**src/rtl/cpsq_pkg.sv**
```systemverilog
// ----------------------------------------------------------------------------
// cpsq_pkg
// Shared types and constants for the contactor precharge sequencer.
// ----------------------------------------------------------------------------
package cpsq_pkg;

    localparam int VOLT_WIDTH  = 16;
    localparam int TEMP_WIDTH  = 10;
    localparam int DUTY_WIDTH  = 8;
    localparam int PCT_WIDTH   = 7;
    localparam int GAIN_WIDTH  = 8;
    localparam int TIMER_WIDTH = 24;
    localparam int CFG_DATA_WIDTH = 24;
    localparam int CFG_IDX_WIDTH  = 3;

    // pack * percent and inverter * 100 share one width
    localparam int PROD_WIDTH = VOLT_WIDTH + PCT_WIDTH;
    localparam int DUTY_SUM_WIDTH = GAIN_WIDTH + TEMP_WIDTH + 1;

    localparam logic [DUTY_WIDTH-1:0] DUTY_MAX = {DUTY_WIDTH{1'b1}};
    localparam logic [PROD_WIDTH-1:0] PERCENT_SCALE = PROD_WIDTH'(100);

    // bit 0 air+, 1 air-, 2 pump, 3 converter inhibit, 4 precharge, 5 discharge, 6 fan
    localparam logic [6:0] BITS_OFF = 7'h08;
    localparam logic [6:0] BITS_PRE = 7'h3A;
    localparam logic [6:0] BITS_ON  = 7'h23;
    localparam logic [6:0] BITS_DRV = 7'h67;

    typedef enum logic [CFG_IDX_WIDTH-1:0] {
        CFG_PRECHARGE_TIMEOUT = 3'd0,
        CFG_PRECHARGE_PERCENT = 3'd1,
        CFG_DRIVE_DELAY       = 3'd2,
        CFG_FAN_SLOPE         = 3'd3,
        CFG_FAN_BIAS          = 3'd4,
        CFG_FAN_DUTY_MIN      = 3'd5
    } cfg_idx_t;

    typedef struct packed {
        logic [TIMER_WIDTH-1:0] precharge_timeout;
        logic [PCT_WIDTH-1:0]   precharge_percent;
        logic [TIMER_WIDTH-1:0] drive_delay;
        logic [GAIN_WIDTH-1:0]  fan_slope;
        logic [DUTY_WIDTH-1:0]  fan_bias;
        logic [DUTY_WIDTH-1:0]  fan_duty_min;
    } cfg_t;

    typedef struct packed {
        logic                  ts_ready;
        logic                  charger_present;
        logic [VOLT_WIDTH-1:0] inverter_voltage;
        logic [VOLT_WIDTH-1:0] pack_voltage;
        logic [TEMP_WIDTH-1:0] pack_temperature;
    } in_t;

    typedef struct packed {
        logic                  air_positive;
        logic                  air_negative;
        logic                  pump_enable;
        logic                  conv_inhibit;
        logic                  precharge_relay;
        logic                  discharge_relay;
        logic                  fan_enable;
        logic [DUTY_WIDTH-1:0] fan_duty;
        logic                  precharge_fail;
        logic [2:0]            sequence_state;
    } out_t;

    // precomputed terms handed from the input stage to the sequencer
    typedef struct packed {
        logic                  ts_ready;
        logic                  charger_present;
        logic [PROD_WIDTH-1:0] pack_scaled;
        logic [PROD_WIDTH-1:0] inv_scaled;
        logic [DUTY_WIDTH-1:0] drive_duty;
    } pre_t;

endpackage

```
**src/rtl/cpsq_cfg_regs.sv**
```systemverilog
// ----------------------------------------------------------------------------
// cpsq_cfg_regs
// Configuration register file, written over its own valid/ready channel.
// ----------------------------------------------------------------------------
module cpsq_cfg_regs
    import cpsq_pkg::*;
(
    input  logic                      aclk,
    input  logic                      aresetn,
    input  logic                      cfg_valid,
    output logic                      cfg_ready,
    input  logic [CFG_IDX_WIDTH-1:0]  cfg_index,
    input  logic [CFG_DATA_WIDTH-1:0] cfg_data,
    output cfg_t                      cfg
);

    cfg_t cfg_reg;

    assign cfg_ready = 1'b1;
    assign cfg       = cfg_reg;

    always_ff @(posedge aclk) begin
        if (!aresetn) begin
            cfg_reg.precharge_timeout <= TIMER_WIDTH'(1000);
            cfg_reg.precharge_percent <= PCT_WIDTH'(90);
            cfg_reg.drive_delay       <= TIMER_WIDTH'(500);
            cfg_reg.fan_slope         <= GAIN_WIDTH'(1);
            cfg_reg.fan_bias          <= '0;
            cfg_reg.fan_duty_min      <= '0;
        end else if (cfg_valid) begin
            case (cfg_idx_t'(cfg_index))
                CFG_PRECHARGE_TIMEOUT: cfg_reg.precharge_timeout <= cfg_data[TIMER_WIDTH-1:0];
                CFG_PRECHARGE_PERCENT: cfg_reg.precharge_percent <= cfg_data[PCT_WIDTH-1:0];
                CFG_DRIVE_DELAY:       cfg_reg.drive_delay       <= cfg_data[TIMER_WIDTH-1:0];
                CFG_FAN_SLOPE:         cfg_reg.fan_slope         <= cfg_data[GAIN_WIDTH-1:0];
                CFG_FAN_BIAS:          cfg_reg.fan_bias          <= cfg_data[DUTY_WIDTH-1:0];
                CFG_FAN_DUTY_MIN:      cfg_reg.fan_duty_min      <= cfg_data[DUTY_WIDTH-1:0];
                default: begin
                end
            endcase
        end
    end

endmodule

```
**src/rtl/cpsq_pre.sv**
```systemverilog
// ----------------------------------------------------------------------------
// cpsq_pre
// Input stage: registers the item together with the scaled voltages and the
// saturated fan duty, so the sequencer stage only compares and selects.
// ----------------------------------------------------------------------------
module cpsq_pre
    import cpsq_pkg::*;
(
    input  logic aclk,
    input  logic aresetn,
    input  logic in_valid,
    output logic in_ready,
    input  in_t  in_data,
    input  cfg_t cfg,
    output logic out_valid,
    input  logic out_ready,
    output pre_t out_data
);

    logic                      valid_reg;
    pre_t                      data_reg;
    pre_t                      data_next;
    logic [DUTY_SUM_WIDTH-1:0] duty_sum;

    assign in_ready  = !valid_reg || out_ready;
    assign out_valid = valid_reg;
    assign out_data  = data_reg;

    always_comb begin
        duty_sum = DUTY_SUM_WIDTH'(cfg.fan_slope) * DUTY_SUM_WIDTH'(in_data.pack_temperature)
                 + DUTY_SUM_WIDTH'(cfg.fan_bias);
        data_next.ts_ready        = in_data.ts_ready;
        data_next.charger_present = in_data.charger_present;
        // threshold = pack * percent / 100 is never formed; compares are scaled by 100
        data_next.pack_scaled = PROD_WIDTH'(in_data.pack_voltage)
                              * PROD_WIDTH'(cfg.precharge_percent);
        data_next.inv_scaled  = PROD_WIDTH'(in_data.inverter_voltage) * PERCENT_SCALE;
        data_next.drive_duty  = (duty_sum > DUTY_SUM_WIDTH'(DUTY_MAX)) ?
                                DUTY_MAX : duty_sum[DUTY_WIDTH-1:0];
    end

    always_ff @(posedge aclk) begin
        if (!aresetn) begin
            valid_reg <= 1'b0;
        end else if (in_valid && in_ready) begin
            valid_reg <= 1'b1;
        end else if (out_ready) begin
            valid_reg <= 1'b0;
        end
    end

    always_ff @(posedge aclk) begin
        if (in_valid && in_ready) begin
            data_reg <= data_next;
        end
    end

endmodule

```
**src/rtl/cpsq_seq.sv**
```systemverilog
// ----------------------------------------------------------------------------
// cpsq_seq
// Sequencer stage: state, tick counter, fail flag and the held output
// registers, which also form the result register.
// ----------------------------------------------------------------------------
module cpsq_seq
    import cpsq_pkg::*;
#(
    parameter int COUNT_WIDTH = 24
) (
    input  logic aclk,
    input  logic aresetn,
    input  logic in_valid,
    output logic in_ready,
    input  pre_t in_data,
    input  cfg_t cfg,
    output logic m_valid,
    input  logic m_ready,
    output out_t m_data
);

    localparam int CMP_WIDTH = (COUNT_WIDTH > TIMER_WIDTH) ? COUNT_WIDTH : TIMER_WIDTH;
    localparam logic [COUNT_WIDTH-1:0] COUNT_MAX = {COUNT_WIDTH{1'b1}};

    typedef enum logic [2:0] {
        ST_OFF = 3'd0,
        ST_PRE = 3'd1,
        ST_ON  = 3'd2,
        ST_CHG = 3'd3,
        ST_DRV = 3'd4
    } state_t;

    state_t                 state_reg,  state_next;
    logic [COUNT_WIDTH-1:0] tick_reg,   tick_next;
    logic                   failed_reg, failed_next;
    logic [6:0]             bits_reg,   bits_next;
    logic [DUTY_WIDTH-1:0]  duty_reg,   duty_next;
    logic                   m_valid_reg;

    logic                   take;
    logic [COUNT_WIDTH-1:0] tick_inc;
    logic                   pre_timed_out;
    logic                   drv_elapsed;
    logic                   inv_below;
    logic                   inv_above;

    assign in_ready = !m_valid_reg || m_ready;
    assign take     = in_valid && in_ready;
    assign m_valid  = m_valid_reg;

    assign tick_inc      = (tick_reg == COUNT_MAX) ? tick_reg : tick_reg + 1'b1;
    assign pre_timed_out = CMP_WIDTH'(tick_reg) > CMP_WIDTH'(cfg.precharge_timeout);
    assign drv_elapsed   = CMP_WIDTH'(tick_reg) > CMP_WIDTH'(cfg.drive_delay);
    // inv < floor(P/100)  <=>  100*inv + 100 <= P ;  inv > floor(P/100)  <=>  100*inv > P
    assign inv_below = ({1'b0, in_data.inv_scaled} + {1'b0, PERCENT_SCALE})
                       <= {1'b0, in_data.pack_scaled};
    assign inv_above = in_data.inv_scaled > in_data.pack_scaled;

    always_comb begin
        state_next  = state_reg;
        tick_next   = tick_reg;
        failed_next = failed_reg;
        bits_next   = bits_reg;
        duty_next   = duty_reg;
        case (state_reg)
            ST_PRE: begin
                bits_next = BITS_PRE;
                duty_next = cfg.fan_duty_min;
                if ((pre_timed_out && inv_below && !in_data.charger_present)
                    || !in_data.ts_ready) begin
                    failed_next = 1'b1;
                    state_next  = ST_OFF;
                end else if ((pre_timed_out && inv_above) || in_data.charger_present) begin
                    state_next = ST_ON;
                end else begin
                    tick_next = tick_inc;
                end
            end
            ST_ON: begin
                bits_next = BITS_ON;
                duty_next = cfg.fan_duty_min;
                if (!in_data.ts_ready) begin
                    state_next = ST_OFF;
                end else if (in_data.charger_present) begin
                    state_next = ST_CHG;
                end else begin
                    state_next = ST_DRV;
                    tick_next  = '0;
                end
            end
            ST_CHG: begin
                bits_next = BITS_ON;
                duty_next = cfg.fan_duty_min;
                if (!in_data.ts_ready) begin
                    state_next = ST_OFF;
                end
            end
            ST_DRV: begin
                // outputs stay as the contactors-on state left them until the delay runs out
                if (drv_elapsed) begin
                    bits_next = BITS_DRV;
                    duty_next = in_data.drive_duty;
                end else begin
                    tick_next = tick_inc;
                end
                if (!in_data.ts_ready) begin
                    state_next = ST_OFF;
                end
            end
            default: begin
                bits_next = BITS_OFF;
                duty_next = cfg.fan_duty_min;
                if (in_data.ts_ready) begin
                    failed_next = 1'b0;
                    state_next  = ST_PRE;
                    tick_next   = '0;
                end else begin
                    state_next = ST_OFF;
                end
            end
        endcase
    end

    always_ff @(posedge aclk) begin
        if (!aresetn) begin
            state_reg   <= ST_OFF;
            tick_reg    <= '0;
            failed_reg  <= 1'b0;
            bits_reg    <= '0;
            duty_reg    <= '0;
            m_valid_reg <= 1'b0;
        end else begin
            if (take) begin
                state_reg  <= state_next;
                tick_reg   <= tick_next;
                failed_reg <= failed_next;
                bits_reg   <= bits_next;
                duty_reg   <= duty_next;
            end
            if (take) begin
                m_valid_reg <= 1'b1;
            end else if (m_ready) begin
                m_valid_reg <= 1'b0;
            end
        end
    end

    always_comb begin
        m_data.air_positive    = bits_reg[0];
        m_data.air_negative    = bits_reg[1];
        m_data.pump_enable     = bits_reg[2];
        m_data.conv_inhibit    = bits_reg[3];
        m_data.precharge_relay = bits_reg[4];
        m_data.discharge_relay = bits_reg[5];
        m_data.fan_enable      = bits_reg[6];
        m_data.fan_duty        = duty_reg;
        m_data.precharge_fail  = failed_reg;
        m_data.sequence_state  = state_reg;
    end

endmodule

```
**src/rtl/contactor_precharge_sequencer_core.sv**
```systemverilog
// ----------------------------------------------------------------------------
// contactor_precharge_sequencer_core
// High-voltage contactor and precharge sequencer, one control tick per item.
// ----------------------------------------------------------------------------
// Takes one item per clock while m_ready is held high and returns one result per
// item from the sequencer registers. An input stage registers the item with
// the pack and inverter voltages already scaled for the precharge threshold
// compare and the fan duty already saturated; the second stage is the state
// register, tick counter and held outputs, updated in a single pass per item.
// The result shows the output registers and the state after the item's tick.
// Configuration writes are taken at any time (cfg_ready is always high) and
// are meant to land while no item is in flight; unknown indices are ignored.
module contactor_precharge_sequencer_core
    import cpsq_pkg::*;
#(
    parameter int COUNT_WIDTH = 24
) (
    input  logic                      aclk,
    input  logic                      aresetn,
    input  logic                      s_valid,
    output logic                      s_ready,
    input  in_t                       s_data,
    output logic                      m_valid,
    input  logic                      m_ready,
    output out_t                      m_data,
    input  logic                      cfg_valid,
    output logic                      cfg_ready,
    input  logic [CFG_IDX_WIDTH-1:0]  cfg_index,
    input  logic [CFG_DATA_WIDTH-1:0] cfg_data
);

    cfg_t cfg;
    pre_t pre_data;
    logic pre_valid;
    logic pre_ready;

    cpsq_cfg_regs u_cfg (
        .aclk      (aclk),
        .aresetn   (aresetn),
        .cfg_valid (cfg_valid),
        .cfg_ready (cfg_ready),
        .cfg_index (cfg_index),
        .cfg_data  (cfg_data),
        .cfg       (cfg)
    );

    cpsq_pre u_pre (
        .aclk      (aclk),
        .aresetn   (aresetn),
        .in_valid  (s_valid),
        .in_ready  (s_ready),
        .in_data   (s_data),
        .cfg       (cfg),
        .out_valid (pre_valid),
        .out_ready (pre_ready),
        .out_data  (pre_data)
    );

    cpsq_seq #(
        .COUNT_WIDTH (COUNT_WIDTH)
    ) u_seq (
        .aclk     (aclk),
        .aresetn  (aresetn),
        .in_valid (pre_valid),
        .in_ready (pre_ready),
        .in_data  (pre_data),
        .cfg      (cfg),
        .m_valid  (m_valid),
        .m_ready  (m_ready),
        .m_data   (m_data)
    );

endmodule

```
**config.mk**
```make
export PLATFORM = sky130hd
export DESIGN_NAME = contactor_precharge_sequencer_core
export DESIGN_NICKNAME = d
export VERILOG_FILES = /design/src/rtl/cpsq_pkg.sv /design/src/rtl/cpsq_cfg_regs.sv /design/src/rtl/cpsq_pre.sv /design/src/rtl/cpsq_seq.sv /design/src/rtl/contactor_precharge_sequencer_core.sv
export SDC_FILE = /design/constraint.sdc
export NUM_CORES = 1
export LEC_CHECK = 0
export BUFFER_PORTS_ARGS = -buffer_cell sky130_fd_sc_hd__buf_2
export CORE_AREA = 2 2 217 134
export DETAILED_ROUTE_END_ITERATION = 10
export DIE_AREA = 0 0 219 136
export GPL_TIMING_DRIVEN = 1
export PLACE_DENSITY = 0.84
export SYNTH_ARGS = -nofsm -noshare
export SYNTH_HDL_FRONTEND = slang
export SYNTH_HIERARCHICAL = 1
export SYNTH_SLANG_ARGS = --single-unit
```
**constraint.sdc**
```tcl
create_clock -name aclk -period 6.3 [get_ports aclk]
set_input_delay 0.315 -clock aclk [delete_from_list [all_inputs] [get_ports aclk]]
set_output_delay 0.315 -clock aclk [all_outputs]
set_load 0.02 [all_outputs]
```
[Yosys cells after proc, flatten, opt, wreduce, memory -nomap -nowiden]
Cells that the tools add are included.
Storage, ports and cells
  word-level logic and storage cells: 107
  output and inout port bits: 22
  flip-flop bits (word level): 178
Cells by class
  reduce and logical (&&, ||, !) cells: 31
  equality and inequality tests: 19
  bitwise gates (word level): 2
  mux-type cells: 26
  add/subtract/negate cells: 3
  order comparisons: 5
  multiply operators: 3
Operators with widths (number)
  $mux W24: 7
  $pmux W24 S4: 1
  $gt A24 B24 Y1: 2
  $add A23 B7 Y24 const B: 1
  $add A24 B1 Y24 const B: 1
  $eq A24 B24 Y1 const B: 1
  $le A24 B23 Y1: 1
  $gt A23 B23 Y1: 1
  $mul A16 B7 Y23: 1
  $mul A16 B5 Y21 const B: 1
  $pmux W7 S3: 1
  $add A18 B8 Y19: 1
  $gt A19 B8 Y1 const B: 1
  $mul A8 B10 Y18: 1
  $mux W8: 2
  $mux W3: 5
  $reduce_and A2 Y1: 7
  $eq A3 B2 Y1 const B: 4
  $ne A2 B2 Y1 const B: 6
  $eq A3 B3 Y1 const B: 3
  $pmux W3 S3: 1
  $reduce_and A8 Y1: 1
  $mux W1: 7
  $mux W7: 1
  other kinds (15): 31

[Logic depth before layout (Yosys ltp)]
Gate-level depths: netlist of run 1.
  depth in word-level cells: 7
  mapped depth: 19

[By module]
The synthesis of run 1 kept the hierarchy.
Modules (own cells, without submodules)
  cpsq_pre: cells an instance 1023, instances 1, area each 9608.0 um^2
  cpsq_seq: cells an instance 633, instances 1, area each 4804.6 um^2
  cpsq_cfg_regs: cells an instance 305, instances 1, area each 3100.5 um^2

[Worst setup path after synthesis of run 1]
Ideal clock, no wire load.
  path kind: register to register
  start: register u_cfg.cfg_reg, in the netlist u_cfg/cfg[17]
  end: register u_pre.data_reg, in the netlist u_pre/out_data[5], data pin
  arrival: 4648 ps
  stages on the path, launching flop included: 18
  data required time: 6016 ps
  slack: 1368 ps
  library setup time: 284 ps
  cell sequence: dfxtp_1 clkbuf_1 nand2_1 fa_1 inv_1 fa_1 inv_1 fa_1 fa_1 inv_1 ha_1 o21a_1 a2111oi_4 o21ai_0 a41oi_1 mux2_2 nor2_1 nand3_1
Between the ends
  longest elaborated chain between the ends: 3
RTL lines
  from (decl): line cpsq_cfg_regs.sv:17  | cfg_t cfg_reg;
  $mul A8 B10 Y18 *: line cpsq_pre.sv:30  | duty_sum = DUTY_SUM_WIDTH'(cfg.fan_slope) * DUTY_SUM_WIDTH'(in_data.pack_temperature)
  $add A18 B8 Y19 *: line cpsq_pre.sv:31  | + DUTY_SUM_WIDTH'(cfg.fan_bias);
  $gt A19 B8 Y1: line cpsq_pre.sv:38  | data_next.drive_duty = (duty_sum > DUTY_SUM_WIDTH'(DUTY_MAX)) ?
  to (signal assigned): line cpsq_pre.sv:54  | data_reg <= data_next;
  to (decl): line cpsq_pre.sv:21  | pre_t data_reg;
Every way passes the cells marked *; elsewhere a longest branch is shown, timed or not.
A chain may end at the register's enable or synchronous reset.

[Worst setup path in the final report of run 1]
Same ends and word-level chain as after synthesis.

==> results of run 1 <==
-- metrics by stage --
step	util	area (um^2)	std cells	setup slack [ns]
2_1_floorplan	-	17500	1962	1.37
3_3_place_gp	0.650	18200	2378	1.18
3_5_place_dp	0.650	18200	2378	0.911
4_1_cts	0.672	18800	2410	0.898
5_1_grt	0.672	18800	2411	0.608
6_report	0.672	18800	2412	0.872
-- worst reg2reg max path, cell delays in order, from the launching register on --
cell and delay (ns):
sky130_fd_sc_hd__dfxtp_1 0.54, sky130_fd_sc_hd__nand2_1 0.14, sky130_fd_sc_hd__fa_1 0.54, sky130_fd_sc_hd__inv_1 0.06, sky130_fd_sc_hd__fa_1 0.46, sky130_fd_sc_hd__ha_1 0.31
sky130_fd_sc_hd__inv_1 0.06, sky130_fd_sc_hd__fa_1 0.53, sky130_fd_sc_hd__inv_1 0.07, sky130_fd_sc_hd__fa_1 0.48, sky130_fd_sc_hd__a211o_1 0.40, sky130_fd_sc_hd__a2111oi_4 0.36
sky130_fd_sc_hd__o21bai_2 0.15, sky130_fd_sc_hd__nor3_2 0.21, sky130_fd_sc_hd__o221ai_2 0.14, sky130_fd_sc_hd__nor4b_4 0.51, sky130_fd_sc_hd__nand3_1 0.18
-- layer usage --
metal / vias to the layer above / global-route usage / part of all wire
met5: - / 0 / 0
met4: 0 / 0.0608 / 0.011
met3: 44 / 0.0568 / 0.083
met2: 519 / 0.452 / 0.44
met1: 6850 / 0.428 / 0.47
li1: 6696 / - / -
-- path summary, 6_finish.rpt --
check / start / endpoint
max: u_cfg/cfg[17]$_SDFFE_PN0P_ / u_pre/out_data[5]$_SDFFCE_PN1P_
min: s_data[43] / u_pre/out_data[55]$_DFFE_PP_
max reg2reg: u_cfg/cfg[17]$_SDFFE_PN0P_ / u_pre/out_data[5]$_SDFFCE_PN1P_
min reg2reg: u_cfg/cfg[39]$_SDFFE_PN0P_ / u_cfg/cfg[39]$_SDFFE_PN0P_
-- power by group through the flow --
| stage | clock network [mW] | logic, mW | registers, mW |
|---|---|---|---|
| floorplan | 0 | 1.46 | 1.45 |
| global placement | 0 | 1.84 | 1.49 |
| detailed placement | 0 | 1.92 | 1.50 |
| CTS | 1.11 | 1.95 | 1.47 |
| global route | 1.16 | 2.22 | 1.49 |
| finish | 1.10 | 1.99 | 1.47 |
-- logic make-up after synthesis --
logic type	synth area share
and+or+nand+nor	0.184
xor gates and xnor gates	0.0270
adders and majority gates	0.320
other	0.000429
muxes	0.0481
DFF	0.232
AOI/OAI and AO/OA	0.107
buffers and inverters	0.0815
-- cells in the mapped netlist (35+ instances only) --
master / n / area [um^2]
sky130_fd_sc_hd__ha_1: 231 / 2890
sky130_fd_sc_hd__clkbuf_1: 38 / 143
sky130_fd_sc_hd__dfxtp_1: 122 / 2440
sky130_fd_sc_hd__nand3_1: 35 / 175
sky130_fd_sc_hd__edfxtp_1: 54 / 1620
sky130_fd_sc_hd__fa_1: 136 / 2720
sky130_fd_sc_hd__and2_1: 93 / 582
sky130_fd_sc_hd__nor2b_1: 35 / 219
sky130_fd_sc_hd__a21oi_1: 71 / 355
sky130_fd_sc_hd__mux2i_1: 83 / 831
sky130_fd_sc_hd__o21ai_0: 54 / 270
sky130_fd_sc_hd__nor2_1: 75 / 282
sky130_fd_sc_hd__xnor2_1: 37 / 324
sky130_fd_sc_hd__nand2_1: 278 / 1040
sky130_fd_sc_hd__inv_1: 295 / 1110
-- area by class of cell --
| class | count | area (um^2) |
|---|---|---|
| Fill cell | 2219 | 9180 |
| Antenna cell | 2 | 5.00 |
| Clock buffer | 18 | 450 |
| Clock inverter | 14 | 150 |
| Sequential cell | 176 | 4060 |
| Multi-Input combinational cell | 1430 | 12000 |
| Timing Repair Buffer | 102 | 528 |
| Inverter | 295 | 1110 |
| Tap cell | 375 | 469 |
==> impl_results.md, run 1 <==
- Sequential group share of total power: 0.323
- Unrepaired setup endpoints after global routing: false
- Finish-stage setup viols: 0
- Residual DRC count: 0
- Power share of the clock group: 0.241
- Layout net count: 2465
- Placement row count: 48
- First DRT Iteration DRCs: 1213
- Commonest non-fill, non-tap cells in the layout: sky130_fd_sc_hd__inv_1 (295), sky130_fd_sc_hd__nand2_1 (278), sky130_fd_sc_hd__ha_1 (231)
- Share of the clock period used by the worst path: 0.862
- HP Class: primary input to register
- Required time worst endpoint: 6.44 ns
- Setup TNS: 0 ns
- Worst ir drop on vdd: 0.196 mV
- Routability Congestion: 0.923
- Die Wd: between 200 and 250 um
- Die Y: 136 um
- Total number of vias: 14100
- CTS Root Cell: sky130_fd_sc_hd__clkbuf_16
- Worst path depth: 16
- Clock tree from TritonCTS: yes
- Final hold violations: 0
- Vias/cell: 5.85
- Power Density: 243 nW/um^2
- DRT Wirelength: 42400 um
- Clock tree skew after final layout: 0.0105 ns
- Slowest CP cell: sky130_fd_sc_hd__dfxtp_1
- Number of antenna-violating nets in the routed design: 0
- Final HPWL from detailed placement: 33200 um
- Largest register FFs: 79
- Crit path time final: roughly 5.4 ns
- GR Overflow Total: 0
- Worst setup slack for register-to-register paths: 0.87 ns
- Synth Instances: 1961
- CP max FO: 11
- Tightest slew margin relative to the limit: 0.300
- Leading cell type in the layout, fill and taps excluded: sky130_fd_sc_hd__inv_1
- Total track usage: 0.292
- Sum of buffers and inverters on the critical path: 3
- Number of levels the H-tree was split into: 4
- Category of the critical setup timing path: register to register
- Proportion of synthesized chip area in sequential cells: 0.232
- Share of power burned in combinational logic: 0.436
- Largest stage delay on the critical path: 0.54 ns
- Number of detailed-route iterations in the first pass: 5
- Area grow syn2layout: 7.40%
- Critical Path Sink Type: register
- Critical-path cell list: nand2_1, fa_1, inv_1, fa_1, ha_1, inv_1, fa_1, inv_1, fa_1, a211o_1, a2111oi_4, o21bai_2, nor3_2, o221ai_2, nor4b_4, nand3_1
- Initial core utilization: 0.626
- Primary flip-flop cell chosen by synthesis mapping: sky130_fd_sc_hd__dfxtp_1
- Number of warnings reported in the yosys synthesis log: 6
- Later-pin clock latency in the skew report: 0.44 ns
- Share of layout cells above drive strength 1: 0.0781
- Gates resized, CTS repair: 0
- Pin slew with the least headroom to its limit: 1.05 ns
- CTS sink count: 176
- Leakage: 9.24 nW
- Proportion of total power due to net switching: 0.384
- Result of the run: completed
- Power dissipated by switching net loads: 1.75 mW
- Final Power: 4.56 mW
- Clock-pin transition on the worst setup and hold timing paths: 0.07 ns
- Via count of the first global-routing pass: 13800
- Number of antenna violations at the first check in global routing: 2
- Cell-internal power: 2.81 mW
- CP Launch Type: register
- Placeable core region: 28000 um^2
- Share of flip-flops with an asynchronous set or reset: 0
- Post-CTS setup buffers: 0
- Number of cells on the worst hold path: 1
- Hold buffers post-CTS: 0
- Number of max-capacitance violations reported: 0
- Mean routed wirelength per cell: 17.6 um
- Average instance area after synthesis: 8.93 um^2
- Number of clock buffers inserted by TritonCTS: 17
- Critical Path AT: 5.57 ns
- Number of top-level pins: 98
- Count of pins over their slew limit: 0
- Flip-flop and latch count after synthesis: 176
- Port Buffers: 96
- Count of different cell masters after synthesis: 86
- FF-to-FF path depth: 16
- Global-route wire length before repair: roughly 70000 um
- Most common cell type on the critical path: sky130_fd_sc_hd__fa_1
- Number of synthesized flops with an enable pin: 54
- Maximum number of pins on one net before global-route repair: 101
- Area of the die: 29800 um^2
- CTS max path bufs: 2
- Peak Freq: 184 MHz
- Netlist area before placement: 17500 um^2
- Delay-heaviest family, CP: adder cells
- Post-Route Hold Slack: 0.0529 ns
(Power assumes the default switching activity.)
==> run 2, diff against run 1 <==
--- a/config.mk
+++ b/config.mk
@@ -5,10 +5,11 @@
 export SDC_FILE = /design/constraint.sdc
 export NUM_CORES = 1
 export LEC_CHECK = 0
+export ABC_AREA = 1
 export BUFFER_PORTS_ARGS = -buffer_cell sky130_fd_sc_hd__buf_2
-export CORE_AREA = 2 2 217 134
+export CORE_AREA = 2 2 175 177
 export DETAILED_ROUTE_END_ITERATION = 10
-export DIE_AREA = 0 0 219 136
+export DIE_AREA = 0 0 177 179
 export GPL_TIMING_DRIVEN = 1
 export PLACE_DENSITY = 0.84
 export SYNTH_ARGS = -nofsm -noshare
==> run 2 against run 1 <==
Against the previous run:
- non-clock buffer count down 1
- largest cell class unchanged
- synthesized area up 7.8%
- cell area up 7.0%
- critical path type unchanged
- register-to-register slack better by 0.62 ns
- via count up 18%
==> impl_results.md, run 2 <==
- CTS Root Cell: sky130_fd_sc_hd__clkbuf_16
- Area of the die: 31700 um^2
- HP Class: primary input to register
- Cell-internal power: 3.02 mW
- Final HPWL from detailed placement: 35100 um
- Initial core utilization: 0.629
- Final std cells w/o fill: between 3000 and 4000
- Required time worst endpoint: approximately 6.5 ns
- Number of warnings reported in the yosys synthesis log: 6
- Die Y: 179 um
- Layout net count: 3098
- Routing usage on met2: 0.507
- Number of detailed-route iterations in the first pass: 6
- Maximum number of pins on one net before global-route repair: 119
- Largest register FFs: 79
- Proportion of total power due to net switching: 0.428
- Post-Synth Adder-Cell Area: 0.297
- Final hold violations: 0
- Number of levels the H-tree was split into: 4
- Proportion of synthesized chip area in sequential cells: 0.215
- Crit path time final: 4.81 ns
- Area leader, netlist: sky130_fd_sc_hd__ha_1
- CP max FO: 17
- GR Overflow Total: 0
- Share of layout cells above drive strength 1: 0.0765
- Synth Instances: 2614
- Peak Freq: 208 MHz
- Post-CTS setup buffers: 0
- Number of max-capacitance violations reported: 0
- Count of different cell masters after synthesis: 50
- Number of top-level pins: between 90 and 100
- Via count of the first global-routing pass: about 16000
- Synthesized-area fraction occupied by xor and xnor cells: 0.0283
- Total number of vias: 16600
- Residual DRC count: 0
- Placement row count: 64
- Unrepaired setup endpoints after global routing: false
- Inst Count DP: 3032
- Leakage: between 10 and 15 nW
- Placeable core region: 30000 um^2
- CTS max path bufs: 2
- Average instance area after synthesis: 7.22 um^2
- Die Wd: roughly 180 um
- Main combinational cell family by area after synthesis: adder cells
- Share of the clock period used by the worst path: 0.763
- Power Density: 262 nW/um^2
- Clock-pin transition on the worst setup and hold timing paths: ~0.07 ns
- Most numerous cell types in the synthesized netlist: sky130_fd_sc_hd__nand2_1 (643), sky130_fd_sc_hd__inv_1 (527), sky130_fd_sc_hd__nor2_1 (270)
- Global-route wire length before repair: 75100 um
- Power share of the clock group: 0.212
- CTS sink count: about 180
- Slowest CP cell: sky130_fd_sc_hd__dfxtp_1
- Number of antenna violations at the first check in global routing: 2
- Later-pin clock latency in the skew report: 0.43 ns
- Share of flip-flops with an asynchronous set or reset: 0
- Number of clock buffers inserted by TritonCTS: 17
- Post-Route Hold Slack: 0.0642 ns
- Netlist area before placement: 18900 um^2
- Port Buffers: 96
- Leading cell type in the layout, fill and taps excluded: sky130_fd_sc_hd__nand2_1
- CP Launch Type: register
- First DRT Iteration DRCs: roughly 1100
- Power dissipated by switching net loads: approximately 2.3 mW
- Tightest slew margin relative to the limit: 0.203
- Simple-gate share of the synthesized area: 0.270
- Worst ir drop on vdd: about 0.16 mV
- Share of the synthesized area in the top cell type: 0.153
- Mean routed wirelength per cell: approximately 14 um
- Cell types occupying the most area after synthesis: sky130_fd_sc_hd__ha_1 (15%), sky130_fd_sc_hd__fa_1 (14%), sky130_fd_sc_hd__dfxtp_1 (13%)
- Vias/cell: 5.42
- Flip-flop and latch count after synthesis: 176
- Clock tree skew after final layout: 0.00904 ns
- Number of antenna-violating nets in the routed design: 0
- Setup TNS: 0 ns
- Area grow syn2layout: 6.61%
- Share of power burned in combinational logic: 0.496
- Area fraction in compound gates after synthesis: 0.0613
- Number of synthesized flops with an enable pin: between 50 and 60
- Clock tree from TritonCTS: yes
- Critical Path Sink Type: register
- Sequential group share of total power: 0.293
- Met1 layer usage reported by global route: 0.370
- Result of the run: completed
- Most common cell type on the critical path: sky130_fd_sc_hd__fa_1
- Pin slew with the least headroom to its limit: 1.19 ns
- Critical-path cell list: nand2_1, fa_1, inv_1, fa_1, fa_1, fa_1, ha_1, a21oi_1, o21ai_1, nor2_1, o21ai_1, nand3_1, nand2_1, xor2_1
- Met3 Use GR: 0.0437
- Count of pins over their slew limit: 0
- Gates resized, CTS repair: 0
- Routability Congestion: approximately 0.92
- Largest stage delay on the critical path: about 0.74 ns
- DRT Wirelength: 44300 um
- Hold buffers post-CTS: 0
- Category of the critical setup timing path: register to register
- Finish-stage setup viols: 0
- Final standard cell area without fillers: 20100 um^2
- GRT busiest layer: met2
- Primary flip-flop cell chosen by synthesis mapping: sky130_fd_sc_hd__dfxtp_1
- Top-count cell post-synth: sky130_fd_sc_hd__nand2_1
- Fraction of synthesized area in multiplexers: 0
- Commonest non-fill, non-tap cells in the layout: sky130_fd_sc_hd__nand2_1 (643), sky130_fd_sc_hd__inv_1 (527), sky130_fd_sc_hd__nor2_1 (270)
- Placement Cell Area: around 20000 um^2
- Total track usage: 0.290
- Critical Path AT: roughly 5 ns
run 2: cell types whose count changed in the layout (fill, tap and decap cells not counted), moves of 17 or more:
cell / change
sky130_fd_sc_hd__and2_1: -90
sky130_fd_sc_hd__xnor2_1: -23
sky130_fd_sc_hd__a21oi_2: +20
sky130_fd_sc_hd__mux2i_1: -83
sky130_fd_sc_hd__a32o_1: -19
sky130_fd_sc_hd__nand2_1: +365
sky130_fd_sc_hd__nor2_1: +195
sky130_fd_sc_hd__o21ai_0: -17
sky130_fd_sc_hd__xor2_1: +30
sky130_fd_sc_hd__nor2b_1: -35
sky130_fd_sc_hd__and3_1: -17
sky130_fd_sc_hd__inv_1: +232
sky130_fd_sc_hd__nand3_1: +146
run 2: final timing paths:
kind,start,end,slack (ns),cells after the start
worst max-delay path,u_cfg/cfg[54]$_SDFFE_PN1P_,u_pre/out_data[49]$_DFFE_PP_,1.49,14
worst min-delay path,s_data[43],u_pre/out_data[55]$_DFFE_PP_,0.06,1
worst max register to register,u_cfg/cfg[54]$_SDFFE_PN1P_,u_pre/out_data[49]$_DFFE_PP_,1.49,14
worst min register to register,u_seq/bits_reg[0]$_SDFFE_PN0P_,u_seq/bits_reg[0]$_SDFFE_PN0P_,0.47,2
run 2: logic make-up (layout without fill, tap and decap cells):
logic type / Yosys count / in the layout
buffers and inverters: 613 / 666
AOI/OAI and AO/OA: 191 / 191
and+or+nand+nor: 1204 / 1204
adders and majority gates: 367 / 367
other: 2 / 5
xor gates and xnor gates: 61 / 61
DFF: 176 / 176
run 2: cell type report:
class / count / area [um^2]
antenna: 2 / 5.00
sequential: 176 / 4060
multi-input combinational: 1826 / 12400
timing repair buffer: 101 / 520
fill: 2501 / 9900
clock buffer: 17 / 425
clock inverter: 15 / 191
inverter: 533 / 2000
tap: 396 / 495
run 2: metrics by stage:
stage	setup WS (ns)	total power, mW	util
after floorplan	1.92	3.48	-
after global placement	1.62	4.07	0.650
after detailed placement	1.54	4.15	0.650
after CTS	1.53	5.27	0.670
after global routing	1.21	5.75	0.670
final	1.49	5.27	0.670
run 2: power by group through the flow:
stage          Clock [mW]  Sequential, mW  Combinational, mW
2_1_floorplan           0            1.51               1.97
3_5_place_dp            0            1.57               2.58
6_report             1.12            1.54               2.61
3_3_place_gp            0            1.56               2.51
4_1_cts              1.13            1.54               2.60
5_1_grt              1.18            1.56               3.01
run 2: per-layer routing:
| layer | up-vias | share of wire |
|---|---|---|
| li1 | 8157 | - |
| met1 | 7832 | 0.42 |
| met5 | - | 0 |
| met4 | 0 | 0.025 |
| met2 | 542 | 0.49 |
| met3 | 86 | 0.063 |
run 2: critical path, delay by kind of cell (launching register included):
family | cells | cell delay (ns)
adder cells (fa/ha/maj) | 5 | 2.46
AO/OA/AOI/OAI | 3 | 0.54
buffers and inverters | 1 | 0.07
flip-flops | 1 | 0.74
XOR/XNOR | 1 | 0.13
AND/OR/NAND/NOR | 4 | 0.61
